File: src/rtl/rle4_pkg.sv
// ----------------------------------------------------------------------------
// rle4_pkg
// shared types and constants of the rle4 pixel run encoder
// ----------------------------------------------------------------------------
package rle4_pkg;

  localparam int PIX_W  = 4;
  localparam int BYTE_W = 8;
  localparam int CFG_W  = 16;
  localparam int ADDR_W = 1;

  localparam logic [BYTE_W-1:0] MAX_RUN = 8'd255;
  localparam logic [BYTE_W-1:0] ESC_PAIR = 8'h00;
  localparam logic [BYTE_W-1:0] ESC_EOL  = 8'h00;
  localparam logic [BYTE_W-1:0] ESC_EOB  = 8'h01;

  localparam logic [ADDR_W-1:0] REG_ROW_WIDTH = 1'd0;
  localparam logic [ADDR_W-1:0] REG_ROW_TOTAL = 1'd1;

  localparam int EVQ_DEPTH = 4;
  localparam int EVQ_PW    = $clog2(EVQ_DEPTH);
  localparam int OQ_DEPTH  = 4;
  localparam int OQ_PW     = $clog2(OQ_DEPTH);

  // position of a pair inside the row-end group
  localparam logic [1:0] J_CLOSE = 2'd0;
  localparam logic [1:0] J_EOL   = 2'd1;
  localparam logic [1:0] J_EOB   = 2'd2;

  // work for the back end, one per pixel that causes pairs
  typedef struct packed {
    logic              has_flush;
    logic [BYTE_W-1:0] flush_len;
    logic [PIX_W-1:0]  flush_color;
    logic              has_close;
    logic [BYTE_W-1:0] close_len;
    logic [PIX_W-1:0]  close_color;
    logic              eob;
  } evt_t;

endpackage

File: src/rtl/rle4_front.sv
// ----------------------------------------------------------------------------
// rle4_front
// takes pixels, tracks run, column and row, and classifies each pixel
// ----------------------------------------------------------------------------
module rle4_front (
  input  logic                        clk,
  input  logic                        rst_n,
  input  logic                        cfg_we,
  input  logic [rle4_pkg::ADDR_W-1:0] cfg_addr,
  input  logic [rle4_pkg::CFG_W-1:0]  cfg_wdata,
  input  logic                        take,
  input  logic [rle4_pkg::PIX_W-1:0]  pixel,
  output logic                        evt_valid,
  output rle4_pkg::evt_t              evt
);

  logic [rle4_pkg::CFG_W-1:0]  row_width_r, row_total_r;
  logic [rle4_pkg::PIX_W-1:0]  color_r, color_nxt;
  logic [rle4_pkg::BYTE_W-1:0] len_r, len_nxt, len_upd;
  logic [rle4_pkg::CFG_W-1:0]  col_r, col_nxt, row_r, row_nxt;
  logic [rle4_pkg::CFG_W-1:0]  w_eff, t_eff;
  logic [rle4_pkg::CFG_W:0]    col_inc, row_inc;
  logic                        flush, eor, eob;

  always_comb begin
    w_eff   = (row_width_r == '0) ? rle4_pkg::CFG_W'(1) : row_width_r;
    t_eff   = (row_total_r == '0) ? rle4_pkg::CFG_W'(1) : row_total_r;
    flush   = (len_r != '0) && ((pixel != color_r) || (len_r >= rle4_pkg::MAX_RUN));
    if (flush || len_r == '0) begin
      len_upd   = rle4_pkg::BYTE_W'(1);
      color_nxt = pixel;
    end else begin
      len_upd   = len_r + rle4_pkg::BYTE_W'(1);
      color_nxt = color_r;
    end
    col_inc = {1'b0, col_r} + (rle4_pkg::CFG_W+1)'(1);
    row_inc = {1'b0, row_r} + (rle4_pkg::CFG_W+1)'(1);
    eor     = col_inc >= {1'b0, w_eff};
    eob     = eor && (row_inc >= {1'b0, t_eff});
    len_nxt = eor ? '0 : len_upd;
    col_nxt = eor ? '0 : col_inc[rle4_pkg::CFG_W-1:0];
    if (!eor) begin
      row_nxt = row_r;
    end else if (eob) begin
      row_nxt = '0;
    end else begin
      row_nxt = row_inc[rle4_pkg::CFG_W-1:0];
    end

    evt.has_flush   = flush;
    evt.flush_len   = len_r;
    evt.flush_color = color_r;
    evt.has_close   = eor;
    evt.close_len   = len_upd;
    evt.close_color = color_nxt;
    evt.eob         = eob;
    evt_valid       = take && (flush || eor);
  end

  always_ff @(posedge clk) begin
    if (!rst_n) begin
      row_width_r <= rle4_pkg::CFG_W'(1);
      row_total_r <= rle4_pkg::CFG_W'(1);
      color_r     <= '0;
      len_r       <= '0;
      col_r       <= '0;
      row_r       <= '0;
    end else begin
      if (cfg_we) begin
        case (cfg_addr)
          rle4_pkg::REG_ROW_WIDTH: row_width_r <= cfg_wdata;
          rle4_pkg::REG_ROW_TOTAL: row_total_r <= cfg_wdata;
          default: ;
        endcase
      end
      if (take) begin
        color_r <= color_nxt;
        len_r   <= len_nxt;
        col_r   <= col_nxt;
        row_r   <= row_nxt;
      end
    end
  end

endmodule

File: src/rtl/rle4_evq.sv
// ----------------------------------------------------------------------------
// rle4_evq
// short queue of classified pixels between front and back
// ----------------------------------------------------------------------------
module rle4_evq (
  input  logic           clk,
  input  logic           rst_n,
  input  logic           push,
  input  logic           pop,
  input  rle4_pkg::evt_t wr_data,
  output rle4_pkg::evt_t rd_data,
  output logic           full,
  output logic           empty
);

  rle4_pkg::evt_t                mem [rle4_pkg::EVQ_DEPTH];
  logic [rle4_pkg::EVQ_PW-1:0]   wptr_r, rptr_r;
  logic [rle4_pkg::EVQ_PW:0]     cnt_r, cnt_nxt;
  logic                          do_push, do_pop;

  always_comb begin
    full    = cnt_r == (rle4_pkg::EVQ_PW+1)'(rle4_pkg::EVQ_DEPTH);
    empty   = cnt_r == '0;
    do_push = push && !full;
    do_pop  = pop && !empty;
    cnt_nxt = cnt_r + (rle4_pkg::EVQ_PW+1)'(do_push) - (rle4_pkg::EVQ_PW+1)'(do_pop);
    rd_data = mem[rptr_r];
  end

  always_ff @(posedge clk) begin
    if (do_push) begin
      mem[wptr_r] <= wr_data;
    end
  end

  always_ff @(posedge clk) begin
    if (!rst_n) begin
      wptr_r <= '0;
      rptr_r <= '0;
      cnt_r  <= '0;
    end else begin
      if (do_push) begin
        wptr_r <= wptr_r + rle4_pkg::EVQ_PW'(1);
      end
      if (do_pop) begin
        rptr_r <= rptr_r + rle4_pkg::EVQ_PW'(1);
      end
      cnt_r <= cnt_nxt;
    end
  end

endmodule

File: src/rtl/rle4_back.sv
// ----------------------------------------------------------------------------
// rle4_back
// expands each queued entry into byte pairs, one per cycle while the output queue has room
// ----------------------------------------------------------------------------
module rle4_back (
  input  logic                        clk,
  input  logic                        rst_n,
  input  logic                        evt_avail,
  input  rle4_pkg::evt_t              evt,
  output logic                        evt_done,
  output logic                        out_empty,
  input  logic                        out_pop,
  output logic [rle4_pkg::BYTE_W-1:0] out_first_byte,
  output logic [rle4_pkg::BYTE_W-1:0] out_second_byte,
  output logic                        out_last
);

  logic [1:0]                  step_r;
  logic [1:0]                  j;
  logic [2:0]                  n_pairs;
  logic                        emit, is_last;
  logic [rle4_pkg::BYTE_W-1:0] a_byte, b_byte;

  logic [rle4_pkg::BYTE_W-1:0] fb_mem [rle4_pkg::OQ_DEPTH];
  logic [rle4_pkg::BYTE_W-1:0] sb_mem [rle4_pkg::OQ_DEPTH];
  logic                        lb_mem [rle4_pkg::OQ_DEPTH];
  logic [rle4_pkg::OQ_PW-1:0]  wptr_r, rptr_r;
  logic [rle4_pkg::OQ_PW:0]    cnt_r;
  logic                        oq_full, do_pop;

  always_comb begin
    n_pairs = 3'(evt.has_flush) + (evt.has_close ? (3'd2 + 3'(evt.eob)) : 3'd0);
    is_last = {1'b0, step_r} == (n_pairs - 3'd1);
    j       = step_r - 2'(evt.has_flush);
    if (evt.has_flush && step_r == 2'd0) begin
      a_byte = evt.flush_len;
      b_byte = {evt.flush_color, evt.flush_color};
    end else begin
      case (j)
        rle4_pkg::J_CLOSE: begin
          a_byte = evt.close_len;
          b_byte = {evt.close_color, evt.close_color};
        end
        rle4_pkg::J_EOL: begin
          a_byte = rle4_pkg::ESC_PAIR;
          b_byte = rle4_pkg::ESC_EOL;
        end
        default: begin
          a_byte = rle4_pkg::ESC_PAIR;
          b_byte = rle4_pkg::ESC_EOB;
        end
      endcase
    end
    oq_full   = cnt_r == (rle4_pkg::OQ_PW+1)'(rle4_pkg::OQ_DEPTH);
    out_empty = cnt_r == '0;
    do_pop    = out_pop && !out_empty;
    emit      = evt_avail && !oq_full;
    evt_done  = emit && is_last;
    out_first_byte  = fb_mem[rptr_r];
    out_second_byte = sb_mem[rptr_r];
    out_last        = lb_mem[rptr_r];
  end

  always_ff @(posedge clk) begin
    if (emit) begin
      fb_mem[wptr_r] <= a_byte;
      sb_mem[wptr_r] <= b_byte;
      lb_mem[wptr_r] <= is_last;
    end
  end

  always_ff @(posedge clk) begin
    if (!rst_n) begin
      step_r <= '0;
      wptr_r <= '0;
      rptr_r <= '0;
      cnt_r  <= '0;
    end else begin
      if (emit) begin
        step_r <= is_last ? 2'd0 : step_r + 2'd1;
        wptr_r <= wptr_r + rle4_pkg::OQ_PW'(1);
      end
      if (do_pop) begin
        rptr_r <= rptr_r + rle4_pkg::OQ_PW'(1);
      end
      cnt_r <= cnt_r + (rle4_pkg::OQ_PW+1)'(emit) - (rle4_pkg::OQ_PW+1)'(do_pop);
    end
  end

endmodule

File: src/rtl/rle4_pixel_run_encoder.sv
// path: a run-closing pixel is queued as an event, its pairs in the output queue
// throughput: one pixel per cycle; the back end writes one pair per cycle while
//   the output queue has room, so a row end (up to four pairs) holds the input
//   only once the 4-entry event queue fills
// reset: synchronous active-low rst_n clears run, column and row counts and both
//   queues; row_width and row_total return to 1
// ----------------------------------------------------------------------------
// rle4_pixel_run_encoder
// bitmap rle4 encoded-mode run encoder, front classifier and back pair writer
// ----------------------------------------------------------------------------
module rle4_pixel_run_encoder (
  input  logic                        clk,
  input  logic                        rst_n,
  input  logic                        cfg_we,
  input  logic [rle4_pkg::ADDR_W-1:0] cfg_addr,
  input  logic [rle4_pkg::CFG_W-1:0]  cfg_wdata,
  input  logic                        in_push,
  output logic                        in_full,
  input  logic [rle4_pkg::PIX_W-1:0]  in_pixel,
  output logic                        out_empty,
  input  logic                        out_pop,
  output logic [rle4_pkg::BYTE_W-1:0] out_first_byte,
  output logic [rle4_pkg::BYTE_W-1:0] out_second_byte,
  output logic                        out_last
);

  rle4_pkg::evt_t evt_in, evt_out;
  logic           take, evt_valid, evt_done, q_full, q_empty;

  assign in_full = q_full;
  assign take    = in_push && !q_full;

  rle4_front u_front (
    .clk       (clk),
    .rst_n     (rst_n),
    .cfg_we    (cfg_we),
    .cfg_addr  (cfg_addr),
    .cfg_wdata (cfg_wdata),
    .take      (take),
    .pixel     (in_pixel),
    .evt_valid (evt_valid),
    .evt       (evt_in)
  );

  rle4_evq u_evq (
    .clk     (clk),
    .rst_n   (rst_n),
    .push    (evt_valid),
    .pop     (evt_done),
    .wr_data (evt_in),
    .rd_data (evt_out),
    .full    (q_full),
    .empty   (q_empty)
  );

  rle4_back u_back (
    .clk             (clk),
    .rst_n           (rst_n),
    .evt_avail       (!q_empty),
    .evt             (evt_out),
    .evt_done        (evt_done),
    .out_empty       (out_empty),
    .out_pop         (out_pop),
    .out_first_byte  (out_first_byte),
    .out_second_byte (out_second_byte),
    .out_last        (out_last)
  );

endmodule
File: config.mk
export PLATFORM = sky130hd
export DESIGN_NAME = rle4_pixel_run_encoder
export DESIGN_NICKNAME = d
export VERILOG_FILES = /design/src/rtl/rle4_pkg.sv /design/src/rtl/rle4_front.sv /design/src/rtl/rle4_evq.sv /design/src/rtl/rle4_back.sv /design/src/rtl/rle4_pixel_run_encoder.sv
export SDC_FILE = /design/constraint.sdc
export NUM_CORES = 1
export LEC_CHECK = 0
export ABC_AREA = 0
export BUFFER_PORTS_ARGS = -buffer_cell sky130_fd_sc_hd__buf_2
export CAP_MARGIN = 20
export CORE_MARGIN = 5
export CORE_UTILIZATION = 67
export CTS_BUF_LIST = sky130_fd_sc_hd__clkbuf_8
export DETAILED_ROUTE_END_ITERATION = 8
export PLACE_DENSITY = 0.87
export SKIP_LAST_GASP = 1
export SYNTH_ARGS = -nofsm -noshare
export SYNTH_HDL_FRONTEND = slang
export SYNTH_SLANG_ARGS = --single-unit
File: constraint.sdc
create_clock -name clk -period 7.7 [get_ports clk]
set_input_delay 1.155 -clock clk [delete_from_list [all_inputs] [get_ports clk]]
set_output_delay 1.155 -clock clk [all_outputs]
set_load 0.1 [all_outputs]
Word-level counts from Yosys, hierarchy flattened
Memory sizes are Yosys's and may differ from the RTL's. A register that Yosys moved wholly into a read port is not among the register bits. Index checks and enable logic that the tools add are counted.

Register bits after elaboration: 92. Output and inout port bits: 19. Memories: 4. Bits in writable memories: 176. Input bits: 26. Logic and storage cells: 95.

Memory list: u_evq.mem (depth 4, bits a word 27, rd ports 1, clocked after memory_dff 1, write ports 1, line rle4_evq.sv:16) `rle4_pkg::evt_t mem [rle4_pkg::EVQ_DEPTH];`; u_back.fb_mem (depth 4, bits a word 8, rd ports 1, clocked after memory_dff 1, write ports 1, line rle4_back.sv:24) `logic [rle4_pkg::BYTE_W-1:0] fb_mem [rle4_pkg::OQ_DEPTH];`; u_back.sb_mem (depth 4, bits a word 8, rd ports 1, clocked after memory_dff 1, write ports 1, line rle4_back.sv:25) `logic [rle4_pkg::BYTE_W-1:0] sb_mem [rle4_pkg::OQ_DEPTH];`; u_back.lb_mem (depth 4, bits a word 1, rd ports 1, clocked after memory_dff 1, write ports 1, line rle4_back.sv:26) `logic lb_mem [rle4_pkg::OQ_DEPTH];`.

Mux-type cells: 25. Equality and inequality tests: 5. Bitwise logic cells: 1. Reduce and logical (&&, ||, !) cells: 28. $lt $le $gt $ge: 3. $add $sub $neg: 16.

Operator list (number): two-way mux 16 bit (4); two-way mux 8 bit (5); adder 16 x 1 -> 17 bit, second input constant (2); >= comparator 17 x 16 -> 1 bit (2); logical NOT 16 bit (2); two-way mux 2 bit (9); one-hot mux 8 bit (2 select lines) (1); adder 2 x 1 -> 2 bit, second input constant (5); logical AND 1 bit (10); adder 8 x 1 -> 8 bit, second input constant (1); >= comparator 8 bit, second input constant (1); logical NOT 8 bit (1); nonzero test 8 bit (1); adder 3 x 1 -> 3 bit (2); == test 3 bit, second input constant (2); logical NOT 3 bit (2); AND reduction 2 bit (3); subtractor 3 x 1 -> 3 bit (2); logical NOT 1 bit (4); logical NOT 2 bit (2); two-way mux 1 bit (4); two-way mux 4 bit (1); inequality test 4 bit (1); adder 1 x 3 -> 3 bit (1); other kinds (8) (10).

Depth between registers and ports, before layout
Depth in word-level cells: 9. Mapped depth: 18. Gate-level depth less buffers: 17.

Cells and area by module
Synthesis repeated with hierarchy kept, for this count alone.

Cell total of the unflattened synthesis: 972. Area total of the unflattened synthesis: 11912.7 µm².

Modules (own cells, without submodules): rle4_front (area each 4629.4 µm², instances 1, cells an instance 607, sequential area each 1521.5 µm²); rle4_evq (area each 4429.2 µm², instances 1, cells an instance 192, sequential area each 3423.3 µm²); rle4_back (area each 2836.5 µm², instances 1, cells an instance 171, sequential area each 1901.8 µm²); rle4_pixel_run_encoder (area each 17.5 µm², instances 1, cells an instance 2, sequential area each 0.0 µm²).

Worst setup path before layout
Ideal clock, no wire load.

Path kind: reg-to-reg. From: register u_evq.cnt_r[1] (netlist bit). To: register u_evq.cnt_r[2] (netlist bit). Buffers on the path: 1. Required time: 7.572 ns. Setup time: 0.128 ns. Setup slack: 3.486 ns. Arrival: 4.086 ns. Stages on the path, launching flop included: 11. Period minus slack after synthesis: 4.214 ns. Path through: dfxtp_1 nor3b_1 nand2b_1 clkbuf_1 a21oi_2 ha_1 inv_1 fa_1 xor2_1 xnor2_1 nor2_1.

Longest elaborated chain between the ends: 7. Elaborated cells on any way between the ends: 12. Those cells by class: add/sub: 2; eq/ne: 1; reduce/logical: 9.

RTL lines: start: declaration (line rle4_evq.sv:18) `logic [rle4_pkg::EVQ_PW:0] cnt_r, cnt_nxt;`; start signal: assignment (line rle4_evq.sv:48) `cnt_r <= cnt_nxt;`; == test 3 bit (*) (line rle4_evq.sv:22) `full = cnt_r == (rle4_pkg::EVQ_PW+1)'(rle4_pkg::EVQ_DEPTH);`; net in_full (line rle4_pixel_run_encoder.sv:18) `output logic in_full,`; logical NOT 1 bit (*) (line rle4_evq.sv:24, rle4_pixel_run_encoder.sv:31); logical AND 1 bit (line rle4_pixel_run_encoder.sv:31) `assign take = in_push && !q_full;`; logical AND 1 bit (line rle4_front.sv:57) `evt_valid = take && (flush || eor);`; logical AND 1 bit (*) (line rle4_evq.sv:24) `do_push = push && !full;`; net u_evq.do_push (line rle4_evq.sv:19) `logic do_push, do_pop;`; adder 3 x 1 -> 3 bit (*) (line rle4_evq.sv:26) `cnt_nxt = cnt_r + (rle4_pkg::EVQ_PW+1)'(do_push) - (rle4_pkg::EVQ_PW+1)'(do_pop);`; subtractor 3 x 1 -> 3 bit (*) (line rle4_evq.sv:26).

Mark *: on every way through the listed nets, which the timed path passes. The rest lies on a longest branch. A chain may end at the register's enable or synchronous reset.

Final worst setup path
From: register u_front.col_r[0] (netlist bit). To: register u_evq.cnt_r[2] (netlist bit).

Longest elaborated chain between the ends: 7.

RTL lines: start: declaration (line rle4_front.sv:20) `logic [rle4_pkg::CFG_W-1:0] col_r, col_nxt, row_r, row_nxt;`; start signal: assignment (line rle4_front.sv:79) `col_r <= col_nxt;`; adder 16 x 1 -> 17 bit (line rle4_front.sv:36) `col_inc = {1'b0, col_r} + (rle4_pkg::CFG_W+1)'(1);`; >= comparator 17 x 16 -> 1 bit (line rle4_front.sv:38) `eor = col_inc >= {1'b0, w_eff};`; logical OR 1 bit (line rle4_front.sv:57); logical AND 1 bit (line rle4_front.sv:57); logical AND 1 bit (line rle4_evq.sv:24); net u_evq.do_push (line rle4_evq.sv:19); adder 3 x 1 -> 3 bit (line rle4_evq.sv:26); subtractor 3 x 1 -> 3 bit (line rle4_evq.sv:26).

The timed path passes the listed nets, and every way through them passes these cells.

==> metrics list <==
- Outcome: finished, final reports clean
- Routed wirelength normalized by instance count: 18.7 microns
- The worst register-to-register path has a setup slack of 3490 ps.
- Chip width: 142 microns
- For this run, the detailed router's first-pass iteration total came to 7.
* Async S/R FF share, synth: 0
- At the pin with the least slew margin, the transition time is 1030 ps.
* Post-CTS Setup Inserts: 0
- In this run the worst path has a maximum fanout of 7.
* Area growth from synthesis to layout: 10.3%
* Share of layout cells above drive strength 1: 0.156
- Of the total synthesized cell area, the portion taken by full adders, half adders and majority gates is 0.0587.
- Gate Count Post-Synth: 986
- The largest individual stage delay along the critical path comes from the cell sky130_fd_sc_hd__nor3_1.
- Counting the fill cells in the layout gives 1,040.
- Post-synthesis mux area share: 0.0820
- Max-capacitance violation count: 0
- The average instance in the mapped netlist occupies 11.9 sq um.
* Hold Path Sink: u_front.row_width_r[8]
- From bottom edge to top edge, the die measures 142 microns.
* Final setup violation count: 0
* Gpl congestion: 0.864
- Layout Cells excl Fill: 1,280
* Worst Setup Path Type: flop to flop
- The H-tree generated during clock tree synthesis spans 2 levels.
* Antenna fix cells: 0
* Nets: 1,107
* Post-detail-place hpwl: 15,600 microns
- Clock-pin slew was measured on the worst setup and hold paths at 60 ps.
- Final Util: 0.753
- Using the TritonRoute via totals, the vias-per-cell ratio works out to 6.08.
- The floorplan step defined a core boundary enclosing 0.0172 sq mm.
- Number of nets in the synthesized netlist: 1,066
- At the later pin of the worst-skew pair, clock insertion delay measures 540 ps.
- Number of cells upsized or downsized after cts: 0
* Worst IR drop on VDD: 469 uV
* Worst slew margin relative to its limit: 0.315
* Combinational family with the most area after synthesis: simple AND/OR/NAND/NOR gates
* Synthesis warning total: 0
- Among cell families on the critical path, the largest total delay comes from simple AND/OR/NAND/NOR gates.
- Tracing the worst setup path back leads to its startpoint at u_front.col_r[0].
- Starting Density: 0.682
- In the routed design, unresolved DRC markers number 0.
- The number of global-route vias before repair came to 7,726.
* Largest net degree at the start of global routing: 50
- After detailed routing, the total wire length is 24,000 microns.
- In this run the critical register-to-register path is captured at u_evq.cnt_r[2].
- Clock Root Buffer: sky130_fd_sc_hd__clkbuf_8
- Final ANT Viol Nets: 0
- Number of enable flip-flop cells after synthesis: 164
* Ordered cell list for the critical path: ha_1 -> nand2_1 -> nor3_1 -> nand3_1 -> xnor2_1 -> ha_1 -> nand4_1 -> nor4_1 -> o21bai_1 -> and3_1 -> a21oi_2 -> ha_1 -> inv_1 -> fa_1 -> xor2_1 -> xnor2_1 -> nor2_1
* DR WL met2: 12,100 microns
- For this block, wires on met1 add up to 9570 microns.
- Setup repair after global routing left no endpoint under its margin.
- In this run the tool buffered the top-level ports with 44 buffer cells.
* Worst setup EP type: flop
- The number of hold buffers added after CTS was 0.
- For this run the aggregate overflow at the end of global routing stands at 0.
- The mapped netlist covers 0.0118 sq mm.
- Xor/xnor share of the synthesized area: 0.0372
- Together, buffers and inverters on the worst path number 1.
* CTS tree: yes
* Final design area excluding fillers: 0.0130 sq mm
- For this run, the slowest stage of the critical path takes 490 ps.
- Total power consumption of the routed design: 4540 uW
- Once placement finished, the instance area stood at 0.0121 sq mm.
* Top layer reached by signal wires: met4
- Max-slew violation total from the final report: 0
- Portion of the clock cycle consumed by the worst path in the final layout: 0.547
- Reg-to-Reg Start: u_front.col_r[0]
- After layout, the minimum clock period comes to 4210 ps.
* Ratio of total power to cell area: 350 mW/mm^2
- Most common cell after layout, fill and taps aside: sky130_fd_sc_hd__edfxtp_1
- 45 I/O pins were placed.
* Worst clock skew: 25.3 ps
- Flop and latch count out of synthesis: 260
- Leading cell types in the layout, fill and taps excluded: sky130_fd_sc_hd__edfxtp_1, sky130_fd_sc_hd__nand2_1, sky130_fd_sc_hd__dfxtp_1, sky130_fd_sc_hd__a21oi_1, sky130_fd_sc_hd__inv_1
- Simple-gate share of the synthesized area: 0.129
- Nature of the critical path startpoint: flop
* Leakage component of the power: 0.00460 uW
* Placed cells: 1,209
* Data arrival at the endpoint of the critical path: 4600 ps
- The first global-routing pass estimated 39,300 microns of wire.
- Cell type with the highest occurrence count on the critical path: sky130_fd_sc_hd__ha_1
- Hold path depth: 2
- Clock buffers created by TritonCTS: 40
* Post-synthesis sequential area ratio: 0.582
- Number of hold violations in the final report: 0
- In this run the deepest clock path goes through 3 buffers.
- Count of vias placed by the detailed router: 7,780
- Number of antenna violations at the first check in global routing: 0
- Data on the critical path is required at its endpoint by 8090 ps.
- Class of the tightest hold or removal check: flop to flop
- Setup TNS: 0 ps
- Count of different cell masters after synthesis: 57
* Routed length on met3: 1650 microns
- Depth of the worst register-to-register path: 17
- After floorplanning, the core was divided into 48 placement rows.
- The complex-gate fraction of the synthesized area is 0.0705.
- The worst hold path begins at u_front.row_width_r[8].
- Violation count after the first detailed-routing iteration: 630
* Number of sinks driven by the clock tree: 260
- Total track usage: 0.245
- Die Area: 0.0203 sq mm
- For this run, the leading register cell type out of synthesis is sky130_fd_sc_hd__edfxtp_1.
- Achievable Freq: 0.237 GHz
## per-layer routing
| metal | track usage | up-vias |
|---|---|---|
| met5 | 0 | - |
| met4 | 0.0805 | 0 |
| met3 | 0.0464 | 50 |
| met2 | 0.423 | 316 |
| met1 | 0.313 | 3756 |
| li1 | - | 3658 |
## through the flow
step                hold WS (ps)  setup WS (ps)
detailed placement           465           3480
finish                       477           3490
floorplan                    443           3490
CTS                          475           3310
global route                 492           3220
global placement             456           3580
## cell usage after synthesis (all sizes together), types with 15 or more instances
cell type | n | area (sq um)
clkbuf | 44 | 166
nand4 | 16 | 100
and2 | 15 | 93.8
o21ai | 33 | 165
nand2 | 139 | 522
mux4 | 41 | 923
inv | 60 | 225
dfxtp | 96 | 1920
a21oi | 77 | 389
ha | 52 | 651
edfxtp | 164 | 4920
nor3 | 15 | 85.1
nor2 | 34 | 128
nand3 | 49 | 250
xnor2 | 36 | 315
## power breakdown
| part | switching (uW) | internal, uW | total [uW] | leakage [uW] |
|---|---|---|---|---|
| Clock | 527 | 676 | 1200 | 0.000430 |
| Combinational | 1080 | 420 | 1500 | 0.00184 |
| Sequential | 99.1 | 1740 | 1840 | 0.00232 |
| Total | 1700 | 2840 | 4540 | 0.00460 |
## logic make-up (layout without fill, tap and decap cells)
family / Yosys count / after routing
AO/OA/AOI/OAI: 143 / 143
XOR/XNOR: 50 / 50
adder cells (fa/ha/maj): 54 / 54
buffers and inverters: 117 / 186
flip-flops: 260 / 260
multiplexers: 45 / 45
AND/OR/NAND/NOR: 317 / 317
## layout make-up
type	count	area [sq um]	area share
Tap cell	225	282	0.0217
Timing Repair Buffer	56	343	0.0264
Sequential cell	260	6850	0.528
Multi-Input combinational cell	609	4440	0.342
Clock buffer	42	578	0.0446
Clock inverter	28	258	0.0199
Inverter	60	225	0.0174
## worst max path at each step
stage                           to  slack [ps]  depth (start not counted)
floorplan           u_evq.cnt_r[2]        3490                         10
global placement    u_evq.cnt_r[2]        3580                         15
detailed placement  u_evq.cnt_r[2]        3480                         15
CTS                 u_evq.cnt_r[2]        3310                         15
global route        u_evq.cnt_r[2]        3220                         17
finish              u_evq.cnt_r[2]        3490                         17
## sequential cells by signal (all words and copies together), names as in the netlist, 4 cells and up, named ones only
register and flops:
u_front.col_r 16, u_evq.mem 108, u_back.sb_mem 20, u_front.row_total_r 16, u_front.row_width_r 16, u_front.color_r 4, u_back.lb_mem 4, u_front.len_r 8
u_front.row_r 16, u_back.fb_mem 32
## worst reg2reg max path, stage by stage (launching register included)
cell,delay (ps)
sky130_fd_sc_hd__dfxtp_1,410
sky130_fd_sc_hd__ha_1,290
sky130_fd_sc_hd__nand2_1,90
sky130_fd_sc_hd__nor3_1,490
sky130_fd_sc_hd__nand3_1,180
sky130_fd_sc_hd__xnor2_1,180
sky130_fd_sc_hd__ha_1,330
sky130_fd_sc_hd__nand4_1,180
sky130_fd_sc_hd__nor4_1,220
sky130_fd_sc_hd__o21bai_1,140
sky130_fd_sc_hd__and3_1,220
sky130_fd_sc_hd__a21oi_2,340
sky130_fd_sc_hd__ha_1,210
sky130_fd_sc_hd__inv_1,60
sky130_fd_sc_hd__fa_1,380
sky130_fd_sc_hd__xor2_1,160
sky130_fd_sc_hd__xnor2_1,150
sky130_fd_sc_hd__nor2_1,60
Note: power is estimated with default switching activity, not from simulation.
